<file path="src/weekday_alarm_matcher_macros.svh">
// assertion macros for the weekday alarm matcher
// expects clk and rst_n in the scope where a macro is used
`ifndef WEEKDAY_ALARM_MATCHER_MACROS_SVH
`define WEEKDAY_ALARM_MATCHER_MACROS_SVH

// same-cycle implication
`define WAM_ASSERT_IMP(name, ante, cons, msg) \
  name: assert property (@(posedge clk) disable iff (!rst_n) (ante) |-> (cons)) else $error(msg);

// next-cycle implication
`define WAM_ASSERT_NXT(name, ante, cons, msg) \
  name: assert property (@(posedge clk) disable iff (!rst_n) (ante) |=> (cons)) else $error(msg);

`endif

</file>
<file path="src/wam_pkg.sv">
// types, codes and helper functions of the weekday alarm matcher
// no dependencies
`timescale 1ns / 1ps

package wam_pkg;

  localparam int ALARM_SLOTS = 8;
  localparam int SLOT_W      = (ALARM_SLOTS > 1) ? $clog2(ALARM_SLOTS) : 1;
  localparam int SLOT_CNT_W  = $clog2(ALARM_SLOTS + 1);
  localparam int RES_MAX     = 3;

  localparam logic [10:0] MIN_PER_HOUR = 11'd60;
  localparam logic [11:0] MIN_PER_DAY  = 12'd1440;
  localparam logic [11:0] MIN_2_DAYS   = 12'd2880;
  localparam logic [3:0]  DAYS_PER_WK  = 4'd7;
  localparam logic [2:0]  DAY_SUN      = 3'd0;
  localparam logic [2:0]  DAY_SAT      = 3'd6;

  localparam logic [5:0] MIN_HOUR    = 6'd0;
  localparam logic [5:0] MIN_QUARTER = 6'd15;
  localparam logic [5:0] MIN_HALF    = 6'd30;
  localparam logic [5:0] MIN_3QUART  = 6'd45;
  localparam logic [5:0] MIN_LIMIT   = 6'd60;

  localparam logic [1:0] MODE_TICK  = 2'd0;
  localparam logic [1:0] MODE_FADE  = 2'd1;
  localparam logic [1:0] MODE_WRITE = 2'd2;

  localparam logic [2:0] SCH_OFF     = 3'd0;
  localparam logic [2:0] SCH_ONCE    = 3'd1;
  localparam logic [2:0] SCH_WORK    = 3'd3;
  localparam logic [2:0] SCH_WEEKEND = 3'd4;

  localparam logic [2:0] ACT_SUNRISE   = 3'd0;
  localparam logic [2:0] ACT_SOUND     = 3'd1;
  localparam logic [2:0] ACT_DUSK      = 3'd2;
  localparam logic [2:0] ACT_CHIME     = 3'd3;
  localparam logic [2:0] ACT_POWER_OFF = 3'd4;

  localparam logic [2:0] CFG_HOUR_TRACK    = 3'd0;
  localparam logic [2:0] CFG_HALF_TRACK    = 3'd1;
  localparam logic [2:0] CFG_QUARTER_TRACK = 3'd2;
  localparam logic [2:0] CFG_FIRST_HOUR    = 3'd3;
  localparam logic [2:0] CFG_LAST_HOUR     = 3'd4;

  localparam logic [4:0] LAST_HOUR_RST = 5'd24;

  typedef struct packed {
    logic [1:0]  mode;
    logic [4:0]  hour;
    logic [5:0]  minute;
    logic [5:0]  second;
    logic [2:0]  weekday;
    logic [2:0]  entry_index;
    logic [2:0]  schedule;
    logic        has_sound;
    logic        sunrise_on;
    logic [10:0] sunrise_lead;
    logic        dusk_on;
    logic        dusk_power_off;
  } wam_in_t;

  typedef struct packed {
    logic [2:0] action;
    logic [2:0] alarm_slot;
    logic [7:0] chime_track;
    logic       last;
  } wam_out_t;

  typedef struct packed {
    logic [2:0]  schedule;
    logic [4:0]  hour;
    logic [5:0]  minute;
    logic        has_sound;
    logic        sunrise_on;
    logic [10:0] sunrise_lead;
    logic        dusk_on;
    logic        dusk_power_off;
  } wam_slot_t;

  localparam int SLOT_BITS = $bits(wam_slot_t);

  // minutes since midnight, fits 11 bits for any 5-bit hour and 6-bit minute
  function automatic logic [10:0] time_of_day(input logic [4:0] hour, input logic [5:0] minute);
    time_of_day = 11'(hour) * MIN_PER_HOUR + 11'(minute);
  endfunction

  function automatic logic day_allowed(input logic [2:0] schedule, input logic [2:0] day);
    logic weekend;
    weekend = (day == DAY_SUN) || (day == DAY_SAT);
    if (schedule == SCH_WEEKEND) begin
      day_allowed = weekend;
    end else if (schedule == SCH_WORK) begin
      day_allowed = !weekend;
    end else begin
      day_allowed = 1'b1;
    end
  endfunction

endpackage

</file>
<file path="src/wam_ram.sv">
// generic single-write, single-read ram with registered read data
// no dependencies
`timescale 1ns / 1ps

module wam_ram #(
  parameter int WIDTH = 8,
  parameter int DEPTH = 8
) (
  input  logic                                            clk,
  input  logic                                            we,
  input  logic [((DEPTH > 1) ? $clog2(DEPTH) : 1)-1:0]    waddr,
  input  logic [WIDTH-1:0]                                wdata,
  input  logic [((DEPTH > 1) ? $clog2(DEPTH) : 1)-1:0]    raddr,
  output logic [WIDTH-1:0]                                rdata
);

  logic [WIDTH-1:0] mem [DEPTH];

  always_ff @(posedge clk) begin
    if (we) begin
      mem[waddr] <= wdata;
    end
    rdata <= mem[raddr];
  end

endmodule

</file>
<file path="src/weekday_alarm_matcher.sv">
// top level of the weekday alarm matcher: sequencer, chime logic, config registers
// depends on wam_pkg, wam_ram and weekday_alarm_matcher_macros.svh
`timescale 1ns / 1ps
`include "weekday_alarm_matcher_macros.svh"

// Usage
// in_valid/in_stall/in_data carry one item per transaction: a minute tick, a
// fade-finished event or a write of one alarm slot. out_valid/out_stall/out_data
// return result transactions; the final one of an item has last set.
// cfg_we/cfg_index/cfg_wdata write the chime registers; the user is to do so
// only while the block is idle, which the block itself does not enforce.
// A slot write, a fade event with no power-off pending and a tick with nonzero
// second leave the block idle; a fade event that reports power-off emits one
// result. A tick with second zero walks the slot table through the single read
// port of the table memory, one slot per cycle: an accept step, a scan of
// every slot, a finish step that builds up to 3 results, then those results
// in order, each held on the output while out_stall is high.
// One item is in flight at a time; in_stall is high until its last result
// is taken. A stalled receiver holds the current result and the block waits.
// Reset clears every slot to off through per-slot valid bits, clears the
// pending power-off and loads the chime registers with their reset values;
// no clearing pass is needed, the block accepts items right after reset.

module weekday_alarm_matcher
  import wam_pkg::*;
(
  input  logic     clk,
  input  logic     rst_n,
  input  logic     in_valid,
  output logic     in_stall,
  input  wam_in_t  in_data,
  output logic     out_valid,
  input  logic     out_stall,
  output wam_out_t out_data,
  input  logic     cfg_we,
  input  logic [2:0] cfg_index,
  input  logic [7:0] cfg_wdata
);

  typedef enum logic [1:0] {ST_IDLE, ST_SCAN, ST_FINISH, ST_EMIT} state_t;

  state_t state_r;

  // config registers
  logic [7:0] hour_track_r, half_track_r, quarter_track_r;
  logic [4:0] first_hour_r, last_hour_r;

  logic                   fade_pending_r;
  logic [ALARM_SLOTS-1:0] valid_r;

  // tick context
  logic [4:0]  tick_hour_r;
  logic [5:0]  tick_minute_r;
  logic [2:0]  day_r;
  logic [10:0] tick_tod_r;

  // walk through the table
  logic [SLOT_CNT_W-1:0] cnt_r;
  logic                  ev_vld_r;
  logic [SLOT_W-1:0]     ev_slot_r;

  logic              sun_found_r;
  logic [SLOT_W-1:0] sun_slot_r;
  logic              main_found_r;
  logic [SLOT_W-1:0] main_slot_r;
  wam_slot_t         main_entry_r;

  // results
  wam_out_t res_r [RES_MAX];
  logic [1:0] res_cnt_r, emit_idx_r;
  logic       out_valid_r;
  wam_out_t   out_data_r;

  // ram ports
  logic                 ram_we;
  logic [SLOT_W-1:0]    ram_waddr, ram_raddr;
  logic [SLOT_BITS-1:0] ram_wdata, ram_rdata;

  logic      in_acc, out_acc;
  wam_slot_t in_slot, ev_entry;
  logic      wr_in_range;

  assign in_stall  = (state_r != ST_IDLE);
  assign in_acc    = in_valid && !in_stall;
  assign out_acc   = out_valid_r && !out_stall;
  assign out_valid = out_valid_r;
  assign out_data  = out_data_r;

  assign in_slot = '{schedule: in_data.schedule, hour: in_data.hour,
                     minute: in_data.minute, has_sound: in_data.has_sound,
                     sunrise_on: in_data.sunrise_on, sunrise_lead: in_data.sunrise_lead,
                     dusk_on: in_data.dusk_on, dusk_power_off: in_data.dusk_power_off};
  assign wr_in_range = (int'(in_data.entry_index) < ALARM_SLOTS);

  // write port: slot writes from idle, one-time clear-back after the walk
  always_comb begin
    wam_slot_t wb;
    wb          = main_entry_r;
    wb.schedule = SCH_OFF;
    ram_we      = 1'b0;
    ram_waddr   = SLOT_W'(in_data.entry_index);
    ram_wdata   = in_slot;
    if (state_r == ST_FINISH) begin
      ram_we    = main_found_r && (main_entry_r.schedule == SCH_ONCE);
      ram_waddr = main_slot_r;
      ram_wdata = wb;
    end else if (in_acc && in_data.mode == MODE_WRITE) begin
      ram_we = wr_in_range;
    end
  end

  assign ram_raddr = cnt_r[SLOT_W-1:0];

  wam_ram #(
    .WIDTH (SLOT_BITS),
    .DEPTH (ALARM_SLOTS)
  ) u_table (
    .clk   (clk),
    .we    (ram_we),
    .waddr (ram_waddr),
    .wdata (ram_wdata),
    .raddr (ram_raddr),
    .rdata (ram_rdata)
  );

  // slot that was never written reads as off
  assign ev_entry = valid_r[ev_slot_r] ? wam_slot_t'(ram_rdata) : '0;

  // match checks for the slot whose data is on the read port
  logic [11:0] sun_t, sun_rem;
  logic [3:0]  sun_day_sum, sun_day;
  logic        sun_hit, main_hit, slot_active;

  always_comb begin
    logic [1:0] days;
    sun_t = 12'(tick_tod_r) + 12'(ev_entry.sunrise_lead);
    if (sun_t >= MIN_2_DAYS) begin
      sun_rem = sun_t - MIN_2_DAYS;
      days    = 2'd2;
    end else if (sun_t >= MIN_PER_DAY) begin
      sun_rem = sun_t - MIN_PER_DAY;
      days    = 2'd1;
    end else begin
      sun_rem = sun_t;
      days    = 2'd0;
    end
    sun_day_sum = 4'(day_r) + 4'(days);
    sun_day     = (sun_day_sum >= DAYS_PER_WK) ? sun_day_sum - DAYS_PER_WK : sun_day_sum;
    slot_active = (ev_entry.schedule != SCH_OFF);
    // a valid minute and equal minutes-of-day pin down hour and minute
    sun_hit  = slot_active && ev_entry.sunrise_on && (ev_entry.minute < MIN_LIMIT) &&
               (12'(time_of_day(ev_entry.hour, ev_entry.minute)) == sun_rem) &&
               day_allowed(ev_entry.schedule, sun_day[2:0]);
    main_hit = slot_active && (ev_entry.hour == tick_hour_r) &&
               (ev_entry.minute == tick_minute_r) &&
               day_allowed(ev_entry.schedule, day_r);
  end

  // results of a finished walk
  wam_out_t res_nxt [RES_MAX];
  logic [1:0] res_cnt_nxt;
  logic       fade_nxt;

  always_comb begin
    logic [7:0] track;
    logic       in_window;
    for (int i = 0; i < RES_MAX; i++) begin
      res_nxt[i] = '0;
    end
    res_cnt_nxt = 2'd0;
    fade_nxt    = fade_pending_r;
    track       = 8'd0;
    in_window   = (tick_hour_r >= first_hour_r) && (tick_hour_r <= last_hour_r);
    if (sun_found_r) begin
      res_nxt[res_cnt_nxt] = '{action: ACT_SUNRISE, alarm_slot: 3'(sun_slot_r),
                               chime_track: 8'd0, last: 1'b0};
      res_cnt_nxt = res_cnt_nxt + 2'd1;
    end
    if (main_found_r) begin
      if (main_entry_r.has_sound) begin
        res_nxt[res_cnt_nxt] = '{action: ACT_SOUND, alarm_slot: 3'(main_slot_r),
                                 chime_track: 8'd0, last: 1'b0};
        res_cnt_nxt = res_cnt_nxt + 2'd1;
      end
      if (main_entry_r.dusk_on) begin
        res_nxt[res_cnt_nxt] = '{action: ACT_DUSK, alarm_slot: 3'(main_slot_r),
                                 chime_track: 8'd0, last: 1'b0};
        res_cnt_nxt = res_cnt_nxt + 2'd1;
        fade_nxt    = main_entry_r.dusk_power_off;
      end
    end else if (in_window) begin
      if (hour_track_r != 8'd0 && tick_minute_r == MIN_HOUR) begin
        track = hour_track_r;
      end else if (half_track_r != 8'd0 && tick_minute_r == MIN_HALF) begin
        track = half_track_r;
      end else if (quarter_track_r != 8'd0 &&
                   (tick_minute_r == MIN_QUARTER || tick_minute_r == MIN_3QUART)) begin
        track = quarter_track_r;
      end
      if (track != 8'd0) begin
        res_nxt[res_cnt_nxt] = '{action: ACT_CHIME, alarm_slot: 3'd0,
                                 chime_track: track, last: 1'b0};
        res_cnt_nxt = res_cnt_nxt + 2'd1;
      end
    end
    for (int i = 0; i < RES_MAX; i++) begin
      res_nxt[i].last = (2'(i) + 2'd1 == res_cnt_nxt);
    end
  end

  always_ff @(posedge clk) begin
    if (!rst_n) begin
      state_r         <= ST_IDLE;
      hour_track_r    <= 8'd0;
      half_track_r    <= 8'd0;
      quarter_track_r <= 8'd0;
      first_hour_r    <= 5'd0;
      last_hour_r     <= LAST_HOUR_RST;
      fade_pending_r  <= 1'b0;
      valid_r         <= '0;
      cnt_r           <= '0;
      ev_vld_r        <= 1'b0;
      sun_found_r     <= 1'b0;
      main_found_r    <= 1'b0;
      res_cnt_r       <= 2'd0;
      emit_idx_r      <= 2'd0;
      out_valid_r     <= 1'b0;
    end else begin
      if (cfg_we) begin
        case (cfg_index)
          CFG_HOUR_TRACK:    hour_track_r    <= cfg_wdata;
          CFG_HALF_TRACK:    half_track_r    <= cfg_wdata;
          CFG_QUARTER_TRACK: quarter_track_r <= cfg_wdata;
          CFG_FIRST_HOUR:    first_hour_r    <= cfg_wdata[4:0];
          CFG_LAST_HOUR:     last_hour_r     <= cfg_wdata[4:0];
          default: ;
        endcase
      end

      if (ram_we) begin
        valid_r[ram_waddr] <= 1'b1;
      end

      ev_vld_r  <= (state_r == ST_SCAN) && (cnt_r < SLOT_CNT_W'(ALARM_SLOTS));
      ev_slot_r <= cnt_r[SLOT_W-1:0];

      if (ev_vld_r) begin
        if (sun_hit && !sun_found_r) begin
          sun_found_r <= 1'b1;
          sun_slot_r  <= ev_slot_r;
        end
        if (main_hit && !main_found_r) begin
          main_found_r <= 1'b1;
          main_slot_r  <= ev_slot_r;
          main_entry_r <= ev_entry;
        end
      end

      case (state_r)
        ST_IDLE: begin
          if (in_acc) begin
            if (in_data.mode == MODE_TICK && in_data.second == 6'd0) begin
              tick_hour_r   <= in_data.hour;
              tick_minute_r <= in_data.minute;
              tick_tod_r    <= time_of_day(in_data.hour, in_data.minute);
              day_r         <= (in_data.weekday == 3'd7) ? DAY_SUN : in_data.weekday;
              cnt_r         <= '0;
              sun_found_r   <= 1'b0;
              main_found_r  <= 1'b0;
              state_r       <= ST_SCAN;
            end else if (in_data.mode == MODE_FADE) begin
              fade_pending_r <= 1'b0;
              if (fade_pending_r) begin
                out_data_r  <= '{action: ACT_POWER_OFF, alarm_slot: 3'd0,
                                 chime_track: 8'd0, last: 1'b1};
                out_valid_r <= 1'b1;
                res_cnt_r   <= 2'd1;
                emit_idx_r  <= 2'd1;
                state_r     <= ST_EMIT;
              end
            end
          end
        end
        ST_SCAN: begin
          // last slot is evaluated in the cycle the count reaches the depth
          if (cnt_r == SLOT_CNT_W'(ALARM_SLOTS)) begin
            state_r <= ST_FINISH;
          end else begin
            cnt_r <= cnt_r + SLOT_CNT_W'(1);
          end
        end
        ST_FINISH: begin
          fade_pending_r <= fade_nxt;
          for (int i = 0; i < RES_MAX; i++) begin
            res_r[i] <= res_nxt[i];
          end
          res_cnt_r <= res_cnt_nxt;
          if (res_cnt_nxt == 2'd0) begin
            state_r <= ST_IDLE;
          end else begin
            out_data_r  <= res_nxt[0];
            out_valid_r <= 1'b1;
            emit_idx_r  <= 2'd1;
            state_r     <= ST_EMIT;
          end
        end
        ST_EMIT: begin
          if (out_acc) begin
            if (emit_idx_r == res_cnt_r) begin
              out_valid_r <= 1'b0;
              state_r     <= ST_IDLE;
            end else begin
              out_data_r <= res_r[emit_idx_r];
              emit_idx_r <= emit_idx_r + 2'd1;
            end
          end
        end
        default: begin
          state_r <= ST_IDLE;
        end
      endcase
    end
  end

  `WAM_ASSERT_IMP(a_busy_while_result, out_valid, in_stall, "input taken while a result waits")
  `WAM_ASSERT_NXT(a_last_ends_item, out_valid && !out_stall && out_data.last, !out_valid, "result after the last one of an item")
  `WAM_ASSERT_IMP(a_table_write_phase, ram_we, (state_r == ST_IDLE) || (state_r == ST_FINISH), "table written during the walk")
  `WAM_ASSERT_IMP(a_chime_no_slot, out_valid && (out_data.action == ACT_CHIME), (out_data.alarm_slot == 3'd0) && (out_data.chime_track != 8'd0), "chime result with slot or without track")

endmodule

</file>
<file path="config.mk">
export PLATFORM = sky130hd
export DESIGN_NAME = weekday_alarm_matcher
export DESIGN_NICKNAME = d
export VERILOG_FILES = /design/src/wam_pkg.sv /design/src/wam_ram.sv /design/src/weekday_alarm_matcher.sv
export VERILOG_INCLUDE_DIRS = /design/src /design/src/src
export SDC_FILE = /design/constraint.sdc
export NUM_CORES = 1
export LEC_CHECK = 0
export ABC_AREA = 1
export BUFFER_PORTS_ARGS = -buffer_cell sky130_fd_sc_hd__clkbuf_2
export CAP_MARGIN = 5
export CORE_MARGIN = 5
export CORE_UTILIZATION = 55
export CTS_CLUSTER_DIAMETER = 200
export DETAILED_ROUTE_END_ITERATION = 16
export PLACE_DENSITY_LB_ADDON = 0.08
export SKIP_CTS_REPAIR_TIMING = 1
export SYNTH_ARGS = -nofsm -noshare
export SYNTH_HDL_FRONTEND = slang
export SYNTH_SLANG_ARGS = --single-unit
</file>
<file path="constraint.sdc">
create_clock -name clk -period 8.1 [get_ports clk]
set_input_delay 0 -clock clk [delete_from_list [all_inputs] [get_ports clk]]
set_output_delay 0 -clock clk [all_outputs]
set_load 0.02 [all_outputs]
</file>
==> results, run 1 <==
- Of the cells placed in the final design, the portion with a size suffix greater than 1 is 0.105.
- In this run the number of H-tree levels came out at 2.
- The number of max-slew violations in the final report is 0.
- The congestion estimate from routability-driven global placement came to 0.909.
- The worst endpoint required time is 8350 ps.
- The routed layout has 14513 vias.
- The run finished, with violations left.
- The cell taking the most area after synthesis is edfxtp_1.
- Setup violations remaining at the end of the flow were counted as 0.
- In this run the worst path has a maximum fanout of 25.
- The kind of path behind the tightest hold check is input pin to flip-flop.
- The half-perimeter wire length of the detailed placement result is 31.4 mm.
- The die outline height is 201 um.
- The capture endpoint of the worst hold path is fade_pending_r$_SDFFE_PN0P_.
- Final hold analysis gives a worst-case slack of -35.5 ps.
- The peak supply drop is 0.229 mV.
- In this run the mean area of a mapped cell was 9.99 sq um.
- The area of the core region is 0.0363 sq mm.
- Across the run, the number of max-cap violations was 0.
- The startpoint identified for the worst register-to-register timing path is ev_slot_r[0]$_DFFE_PP_.
- The count of port buffers added during placement is 75.
- The number of antenna diodes in the final layout is 0.
- The worst setup path is of the flip-flop to flip-flop kind.
- The die is 201 um wide.
- The clock tree from TritonCTS is yes.
- The number of remaining DRC errors is 0.
- The number of endpoints with negative hold slack in the final report is 1.
- The combined area of the multi-input logic cells is 0.00716 sq mm.
- The first-pass detailed-route iteration total is 5.
- TritonCTS created 44 clock buffers.
- The final layout contains routed wiring with a total length of 49.9 mm.
- The worst reg2reg path depth is 44.
- The delay of the slowest cell on the worst path is 500 ps.
- Of the available clock period, the critical path in the final layout requires 0.848.
- The DRC violation total after the first TritonRoute iteration is 1308.
- The checks that failed: negative hold slack.
- The source-to-sink clock delay at the later pin of the worst-skew pair is 580 ps.
- The wire length per cell is 18.9 um.
- For this design the ratio of total power to cell area is 274 mW/mm^2.
- The number of global-route vias before repair is 13977.
- The post-synthesis net count is 2156.
- In the global route stage, overall resource usage came out at 0.244.
- Entering global routing, the biggest net connects 117 pins.
- The kind of start point of the critical path is a flip-flop.
- The floorplan has 70 rows.
- Counting flops with a built-in enable in the synthesized netlist gives 341.
- The share of synthesized area in the top cell type comes to 0.510.
- In this run the count of I/O pins placed on the die edge is 76.
- The sort of element at the end of the critical path is a flip-flop.
- The overflow left after global routing is 0.
- The register bit count reported by yosys is 429.
- The synthesized netlist contains 58 unique library cells.
- For flop-to-flop paths, the worst setup slack is 1230 ps.
- Counting along the longest clock path gives a buffer depth of 3.
- The share of the yosys chip area belonging to registers is 0.598.
- The number of cells on the worst hold path is 5.
- The count of filler cells inserted in the layout is 2881.
- Data on the critical path arrives at its endpoint at 7120 ps.
- Measured on the finished design, the core utilization comes to 0.632.
- The die covers 0.0404 sq mm.
- The fmax is 0.146 GHz.
- Using the TritonRoute via totals, the vias-per-cell ratio works out to 5.51.
- For this design, the slowest cell found on the critical path is fa_1.
- The synthesis-to-finish area growth is 14.4%.
- The final total negative setup slack is 0 ps.
- The synthesized instance count is 2010.
- On the final layout, the worst clock skew is 27.3 ps.
- The number of antenna violations at the first check in global routing is 0.
- The initial utilization of the core area, before any placement, comes to 0.553.
- The detail route stage leaves a number of antenna-violating nets equal to 0.
- The netlist area before placement is 0.0201 sq mm.
- The critical register-to-register path endpoint is sun_slot_r[2]$_DFFE_PP_.
- For this design the static power due to leakage is 0.00918 uW.
- In the post-synthesis netlist, the biggest area contributors are edfxtp_1, dfxtp_1, nor2_1, nand2_1, o21ai_0.
- Setup repair after global routing left no endpoint under its margin.
- For this run, asynchronously set or reset flops after synthesis account for 0.
- The most frequent cell on the critical path is nand2_1.
- In the synthesized netlist the dominant register cell turns out to be edfxtp_1.
- The start point of the worst hold path is in_data[42].
- The smallest clock period supported by the final layout is computed as 6870 ps.
- The design draws 6290 uW.
- After the last flow step, the layout net total stands at 2279.
- The count of yosys warnings during synthesis is 0.
- The count of clock tree sinks is 429.
- Summing all placed instances gives a cell area of 0.0210 sq mm.
- In this run the clock root is driven by a clkbuf_16.
- The clock-pin slew reported for the worst setup and hold paths after clock tree synthesis is 60 ps.
- The relative slew slack is 0.203.
- The post-layout instance area is 0.0230 sq mm.
- The area taken by flip-flops and latches is 0.0120 sq mm.
- At the pin with the least slew margin, the transition time is 1200 ps.
- The wire length of the first global-routing pass is 77.5 mm.
==> power breakdown <==
| group | switching, uW | internal [uW] |
|---|---|---|
| clock | 843 | 1200 |
| combinational | 1080 | 508 |
| sequential | 76.5 | 2580 |
| total | 2000 | 4290 |
==> metrics by stage <==
step / setup slack, ps / cells
6_report: 1230 / 2635
5_1_grt: 563 / 2635
4_1_cts: 1250 / 2587
3_5_place_dp: 1290 / 2507
3_3_place_gp: 1560 / 2507
2_1_floorplan: 2360 / 2010
==> layer usage <==
layer,wire [um],GRT usage,vias to the layer above
li1,-,-,7072
met1,21700,0.339,6903
met2,23600,0.402,466
met3,3460,0.0412,72
met4,1140,0.0676,0
met5,0,0,-
==> sequential cells by signal, indices dropped and copies added (netlist names), 9 cells and up, named ones only <==
register       flops
main_entry_r      29
out_data          15
res_r             33
tick_tod_r         9
u_table.mem      232
u_table.rdata     29
==> worst max path at each step <==
stage	from	to	cells past startpoint
3_3_place_gp	ev_slot_r[0]$_DFFE_PP_	sun_slot_r[0]$_DFFE_PP_	44
6_report	ev_slot_r[0]$_DFFE_PP_	sun_slot_r[2]$_DFFE_PP_	44
5_1_grt	ev_slot_r[0]$_DFFE_PP_	sun_slot_r[1]$_DFFE_PP_	44
3_5_place_dp	ev_slot_r[0]$_DFFE_PP_	sun_slot_r[1]$_DFFE_PP_	44
2_1_floorplan	ev_slot_r[0]$_DFFE_PP_	sun_slot_r[0]$_DFFE_PP_	46
4_1_cts	ev_slot_r[0]$_DFFE_PP_	sun_slot_r[2]$_DFFE_PP_	44
==> kinds of logic (layout without fill, tap and decap cells) <==
family	after synthesis	count (layout)	share of synthesized area
and+or+nand+nor	854	854	0.179
muxes	1	1	0.000498
AOI/OAI and AO/OA	334	334	0.0944
buffers and inverters	264	421	0.0502
adders and majority gates	87	87	0.0609
DFF	429	429	0.598
xor gates and xnor gates	41	41	0.0179
==> critical path: cells and delay by family (launching register included) <==
family,cells,cell delay (ps)
simple gates,33,3850
fa+ha+maj,6,1730
buf+inv,5,510
flops,1,470
==> area by class of cell <==
type                            instances  area share
Clock buffer                           56      0.0516
Clock inverter                         24      0.0121
Inverter                              198      0.0326
Multi-Input combinational cell       1317       0.312
Sequential cell                       429       0.523
Tap cell                              468      0.0255
Timing Repair Buffer                  143      0.0438
==> cells in the mapped netlist, drive strengths merged (29+ instances only) <==
master,n
nor2,395
edfxtp,341
dfxtp,88
o21ai,183
a31oi,32
nand3,67
o22ai,29
inv,195
clkbuf,59
ha,69
nand2,331
a21oi,52
==> layout by cell type (no fill, tap or decap), types with 6 or more instances in the layout <==
master,count
nor2_1,382
edfxtp_1,341
nand2_1,315
inv_1,185
o21ai_0,181
dfxtp_1,86
clkbuf_2,75
ha_1,69
nand3_1,57
a21oi_1,48
dlygate4sd3_1,48
clkbuf_16,44
a31oi_1,32
o22ai_1,29
xor2_1,28
buf_4,20
fa_1,18
nor3_1,16
xnor2_1,13
nand4_1,12
nand2_2,10
inv_2,10
nand3_2,10
nor4_1,10
clkinv_2,10
nand3b_1,9
nor2_4,9
clkinv_1,8
o41ai_1,8
clkbuf_1,8
nand2_4,6
Note: power is estimated with default switching activity, not from simulation.
==> run 2: changes to the inputs <==
ABC_AREA = 0   (was 1)
clock period = 5.8 ns   (was 8.1 ns; I/O delays follow)
==> run 2 against run 1 <==
Effect of this change:
- the run ends with negative setup slack left
- core utilization grew 2.5 points
- routed wire length shrank 6.7%
- maximum frequency grew 9.1%
- die area shrank 1.7%
- count of clock-buffer cells in the layout grew 14
- synthesized cell count shrank 31%
- first-iteration DRC count shrank 33%
- cell area grew 1.5%
- cell count shrank 21%
- largest cell class unchanged
- highest routed layer unchanged
==> results, run 2 <==
- The most numerous cell type found on the critical path is ha_4.
- Entering global routing, the biggest net connects 63 pins.
- The count of cells in the finished layout, fillers not included, comes to 2084.
- Clock-pin slew was measured on the worst setup and hold paths at 60 ps.
- The tool flagged a number of max-cap violations equal to 0.
- The peak supply drop is 0.380 mV.
- Summing all multi-input logic gate instances after layout gives 0.00750 sq mm.
- After synthesis, the share of flip-flops with an asynchronous set or reset is 0.
- Along the worst path, the maximum fanout reaches 5.
- The most used flip-flop cell after synthesis is edfxtp_1.
- The register with the most flip-flops in the layout has 232 of them.
- For the finished layout, the period the worst path requires is 6300 ps.
- The kind of path behind the tightest hold check is input pin to flip-flop.
- The commonest non-fill, non-tap cell in the layout is edfxtp_1.
- By area the synthesized netlist is led by edfxtp_1, dfxtp_1, mux4_2, ha_1, nand2_1.
- The area taken by flip-flops and latches is 0.0120 sq mm.
- The number of antenna violations at the first check in global routing was 0.
- More flip-flops sit in one register than any other, and that register is u_table.mem.
- The checks that failed: negative setup slack.
- The mean instance size in the synthesized netlist is 14.3 sq um.
- In the post-route analysis, the smallest setup slack over all paths is -501 ps.
- The starting utilization of the core area is 0.556.
- The die is 199 um tall.
- Setup repair after global routing could not meet its margin everywhere.
- The average vias per placed instance is 5.85.
- The Yosys step of the flow raised 0 warnings.
- The level count of the clock H-tree is 2.
- The share of synthesized area in the top cell type comes to 0.519.
- The number of placed instances, taps included is 1952.
- The tree is rooted in a clkbuf_16.
- The area of the die is 0.0397 sq mm.
- The buffer depth of the longest clock path is 3.
- The wire length of the first global-routing pass is 70.3 mm.
- After global routing the overflow that remains totals 0.
- Synthesis produced a netlist with a net count of 1526.
- The final worst hold slack is 7.01 ps.
- The count of inserted antenna diode cells is 0.
- The post-detailed-routing wire length is 46.6 mm.
- The synthesized instance count is 1380.
- The critical path's slowest cell is mux4_2.
- Based on the critical path, the design can be clocked at up to 0.159 GHz.
- Summed over all cells, the static leakage comes to 0.00845 uW.
- The synthesis-to-finish area growth is 18.2%.
- The delay of the slowest cell on the worst path is 570 ps.
- The number of max-slew violations in the final report is 0.
- The wire length per cell is 22.3 um.
- For the worst setup path, the data arrival time is 6590 ps.
- STA classifies the critical path endpoint as a flip-flop.
- The cell taking the most area after synthesis is edfxtp_1.
- The largest registers in the layout are u_table.mem x232, res_r x33.
- The source-to-sink clock delay at the later pin of the worst-skew pair is 570 ps.
- For this run, the total global-route usage over all layers was measured as 0.232.
- The largest clock skew in the final design is 20.6 ps.
- The count of filler cells inserted in the layout is 2551.
- From left edge to right edge, the die measures 199 um.
- The final number of setup-violating endpoints is 4.
- The boundary pin count is 76.
- Ranked by instance count, the synthesized netlist is headed by edfxtp_1, nand2_1, dfxtp_1.
- STA classifies the critical path startpoint as a flip-flop.
- The relative slew slack is 0.158.
- Input and output buffers added on the ports amount to 75.
- The total number of vias is 12197.
- The routability congestion estimate is 0.859.
- The count of clock tree sinks is 429.
- Synthesis inferred 429 register bits.
- The most numerous cell in the Yosys netlist is edfxtp_1.
- The number of endpoints with negative hold slack in the final report is 0.
- The flow ran to the end, but the final reports show violations.
- STA puts the critical path data required time at 6090 ps.
- In the layout the commonest cells are edfxtp_1, nand2_1, buf_4, dfxtp_1, clkbuf_2.
- Of the available clock period, the critical path in the final layout requires 1.09.
- The core region is 0.0355 sq mm.
- The number of flops mapped to enable cells by yosys is 341.
- The final layout contains 1734 nets.
- The initialized floorplan defines 69 standard-cell rows.
- The transition time at the pin with the least slew margin is 1250 ps.
- The pre-CTS worst setup slack is -537 ps.
- Counting distinct cell types in the post-synthesis netlist gives 97.
- The remaining number of nets flagged by the antenna check after routing is 0.
- The number of global-route vias before repair is 11977.
- Detailed placement ended at an HPWL of 30.9 mm.
- The power density relative to cell area is 298 mW/mm^2.
- In this run, CTS created clock tree buffers numbering 44.
- The clock tree from TritonCTS is yes.
- The share of the yosys chip area belonging to registers is 0.609.
- Of the cells placed in the final design, the portion with a size suffix greater than 1 is 0.245.
- Summing every instance area after synthesis gives 0.0197 sq mm.
- The DRC violation total after the first TritonRoute iteration is 878.
- The number of remaining DRC errors is 0.
- The first detailed-routing pass took 5 iterations.
- The critical path is of the flip-flop to flip-flop type.
## run 2: cell types whose count changed in the layout (fill, tap and decap cells not counted), sizes merged, moves of 32 or more
cell and change:
inv -139, o21ai -158, mux4 +60, and2 +35
nand2 -182, nand3 -54, buf +77, mux2 +32
mux2i +33, nor2 -355
## run 2: cell type report
class | instances | area share
sequential | 429 | 0.515
inverter | 54 | 0.00880
timing repair buffer | 218 | 0.0671
tap | 461 | 0.0247
clock inverter | 11 | 0.00499
clock buffer | 70 | 0.0575
multi-input combinational | 841 | 0.322
## run 2: where the power goes
group | internal (uW) | leakage, uW | switching (uW)
registers | 3440 | 0.00378 | 45.7
clock network | 1680 | 0.000721 | 1160
logic | 261 | 0.00394 | 362
total | 5370 | 0.00845 | 1570
## run 2: metal layers
metal	share of wire	routed length, um	global-route usage	up-vias
li1	-	-	-	5648
met1	0.45	21100	0.347	6177
met2	0.47	22000	0.366	311
met3	0.059	2750	0.0408	61
met4	0.016	753	0.0473	0
met5	0	0	0	-
## run 2: per-stage QoR
stage | instance area (sq um) | total power (uW) | TNS, ps | utilization
global route | 23300 | 7170 | -3280 | 0.657
CTS | 22800 | 6960 | -1920 | 0.642
detailed placement | 21300 | 4140 | -1870 | 0.601
global placement | 21300 | 4120 | -1430 | 0.601
finish | 23300 | 6940 | -1780 | 0.657
floorplan | 19900 | 3940 | -1780 | -
## run 2: cells by family after synthesis
group,after synthesis,synth area share
AOI/OAI and AO/OA,204,0.0790
DFF,429,0.609
xor gates and xnor gates,57,0.0265
adders and majority gates,87,0.0621
muxes,125,0.103
and+or+nand+nor,367,0.0961
buffers and inverters,111,0.0242
## run 2: worst paths after layout
kind	to	slack, ps	cells after the start	start
max	sun_slot_r[0]$_DFFE_PP_	-500	29	ev_slot_r[0]$_DFFE_PP_
max reg2reg	sun_slot_r[0]$_DFFE_PP_	-500	29	ev_slot_r[0]$_DFFE_PP_
min reg2reg	half_track_r[0]$_SDFFE_PN0P_	460	2	half_track_r[0]$_SDFFE_PN0P_
min	res_cnt_r[1]$_SDFFE_PN0P_	7	4	in_valid
## run 2: critical path, delay by kind of cell, from the launching register on
kind	cells	cell delay [ps]
and+or+nand+nor	6	900
buffers and inverters	2	120
xor gates and xnor gates	1	140
muxes	3	1110
AOI/OAI and AO/OA	11	1890
DFF	1	410
adders and majority gates	6	1460
==> run 3: changes to the inputs <==
CORE_UTILIZATION = 40   (was 55)
MAX_ROUTING_LAYER = met4   (was default)
REMOVE_ABC_BUFFERS = 1   (was default)
==> run 3 against run 2 <==
Effect of this change:
- the flow finishes with violations (negative hold slack, negative setup slack)
- sequential share of layout area shrank 1.1 points
- core utilization is 17 points lower
- count of clock-buffer cells in the layout shrank 1
- die area is 35% higher
- register-to-register slack better by 70 ps
- largest power group unchanged
==> results, run 3 (synthesis results as in run 2) <==
- The run finished, with violations left.
- The final reports fail on negative hold slack, negative setup slack.
- The worst reg2reg path depth is 28.
- In this run the vertical extent of the chip is 232 um.
- TritonCTS built the clock tree.
- The first global-routing pass estimated 73.8 mm of wire.
- The tree is rooted in a clkbuf_16.
- The final number of setup-violating endpoints is 4.
- The die boundary width is 232 um.
- The number of placed instances, taps included, is 2164.
- The fmax is 0.160 GHz.
- The buffer depth of the longest clock path is 3.
- The commonest non-fill, non-tap cell in the layout is edfxtp_1.
- The pre-CTS worst setup slack is -795 ps.
- The standard-cell row count is 81.
- In this run the static leakage power is 0.00858 uW.
- For this block, the initial DRC count from the detailed router was 820.
- After clock tree synthesis, the clock-pin slew on the worst setup and hold paths is 60 ps.
- The largest register by flop count is u_table.mem.
- The path class of the tightest hold or removal check is input pin to flip-flop.
- Once layout is done, the placed cells without fillers occupy 0.0238 sq mm.
- The final worst hold slack is -3.42 ps.
- The combined area of the multi-input logic cells is 0.00746 sq mm.
- The final design utilization is 0.487.
- The startpoint of the most critical register-to-register path is ev_slot_r[0]$_DFFE_PP_.
- The maximum number of pins on one net before global-route repair is 60.
- The H-tree was split into 2 levels.
- The kind of start point of the critical path is a flip-flop.
- For the worst setup path, the data arrival time is 6530 ps.
- After layout, the worst setup slack is -435 ps.
- In the finished design, the share of the clock period the worst path needs comes to 1.07.
- The count of clock tree sinks is 429.
- The number of cells on the worst hold path is 6.
- In this design, the stage delay of the slowest critical-path cell is 580 ps.
- Setup slack on the worst reg-to-reg path comes out at -430 ps.
- At the end of routability-driven placement, the weighted congestion stood at 0.787.
- The half-perimeter wire length of the detailed placement result is 31.8 mm.
- The all-layer global routing usage is 0.185.
- The overflow left after global routing is 0.
- The kind of critical path is flip-flop to flip-flop.
- On the final layout, the worst clock skew is 20.0 ps.
- The count of port buffers added during placement is 75.
- The source-to-sink clock delay at the later pin of the worst-skew pair is 580 ps.
- The average vias per placed instance is 5.22.
- The count of filler cells inserted in the layout is 4348.
- In the final layout, the registers with the most flip-flops are u_table.mem x232, res_r x33.
- In the final design database the tool counted 1752 nets.
- Counting the buffers created by CTS gives 48.
- In the final layout, the share of cells above drive strength 1 is 0.255.
- The count of inserted antenna diode cells is 0.
- The top cell types in the final layout, fill and taps aside, are edfxtp_1, nand2_1, buf_4, dfxtp_1, clkbuf_2.
- The area of the core region is 0.0488 sq mm.
- The filler-free cell count of the finished design is 2310.
- The transition time at the pin with the least slew margin is 1010 ps.
- The starting utilization of the core area is 0.404.
- The total number of vias is 12057.
- The relative slew slack is 0.329.
- The endpoint identified for the worst register-to-register timing path is sun_slot_r[2]$_DFFE_PP_.
- The number of global-route vias before repair is 12275.
- The wire length per cell is 21.1 um.
- The start point of the worst hold path is cfg_we.
- The worst endpoint required time is 6090 ps.
- The boundary pin count is 76.
- The tool flagged a number of max-cap violations equal to 0.
- Setup repair after global routing could not meet its margin everywhere.
- The cell area after placement is 0.0215 sq mm.
- The number of endpoints with negative hold slack in the final report is 1.
- The capture endpoint of the worst hold path is half_track_r[3]$_SDFFE_PN0P_.
- The count of nets left with antenna violations once routing finished came out at 0.
- The slowest stage of the critical path belongs to the cell fa_2.
- The post-detailed-routing wire length is 48.8 mm.
- VDD sags by at most 0.231 mV.
- The first-pass detailed-route iteration total is 5.
- In the routed design, unresolved DRC markers number 0.
- Across the whole layout, storage elements account for 0.0120 sq mm.
- STA classifies the critical path endpoint as a flip-flop.
- The area growth from synthesis to layout is 20.8%.
- The number of max-slew violations in the final report is 0.
- The number of antenna violations at the first check in global routing came to 0.
- The clock period minus worst slack is 6230 ps.
- The area of the die is 0.0538 sq mm.
- The register with the most flip-flops in the layout has 232 of them.
- The power density relative to cell area is 300 mW/mm^2.
- The largest fanout of any net on the critical path is 5.
-- run 3: cell count changes in the layout (fill, tap and decap cells not counted), sizes merged --
cell / delta
buf: +14
clkinv: +6
bufinv: +3
clkbuf: -1
inv: +1
-- run 3: layout make-up --
| class | count | share of cell area |
|---|---|---|
| Sequential cell | 429 | 0.504 |
| Multi-Input combinational cell | 841 | 0.313 |
| Timing Repair Buffer | 232 | 0.0720 |
| Clock buffer | 69 | 0.0567 |
| Tap cell | 664 | 0.0349 |
| Clock inverter | 21 | 0.0100 |
| Inverter | 54 | 0.00862 |
-- run 3: per-layer routing --
layer,track usage,vias up,routed length [um]
met5,-,-,0
met4,0.0502,0,870
met2,0.288,245,23200
met3,0.0279,61,1990
met1,0.256,6059,22700
li1,-,5692,-
-- run 3: worst max path at each step --
stage	startpoint	to	slack [ps]	depth (start not counted)
after floorplan	state_r[1]$_SDFFE_PN0P_	u_table.mem[7][0]$_DFFE_PP_	-1690	4
after global placement	ev_slot_r[0]$_DFFE_PP_	sun_slot_r[0]$_DFFE_PP_	-690	29
after detailed placement	ev_slot_r[0]$_DFFE_PP_	sun_slot_r[2]$_DFFE_PP_	-800	29
after CTS	ev_slot_r[0]$_DFFE_PP_	sun_slot_r[2]$_DFFE_PP_	-830	29
after global routing	ev_slot_r[0]$_DFFE_PP_	sun_slot_r[2]$_DFFE_PP_	-760	29
final	ev_slot_r[0]$_DFFE_PP_	sun_slot_r[2]$_DFFE_PP_	-430	28
-- run 3: metrics by stage --
step | hold WS (ps) | setup TNS [ps] | power [uW]
finish | -3.42 | -1600 | 7150
global route | 4.60 | -2970 | 7450
CTS | -370 | -3150 | 7210
detailed placement | 246 | -3010 | 4140
global placement | 247 | -2560 | 4130
floorplan | 88.9 | -52980 | 3930
-- run 3: where the power goes --
part	total [uW]	internal, uW	switching, uW
clock	3050	1840	1210
sequential	3490	3440	55.9
combinational	607	262	344
-- run 3: worst max-delay path, delay by kind of cell (launching register included) --
family	cells	cell delay, ps
compound gates	11	1680
fa+ha+maj	5	1470
mux	3	1060
simple gates	4	720
buf+inv	4	480
flops	1	410
xor+xnor	1	100
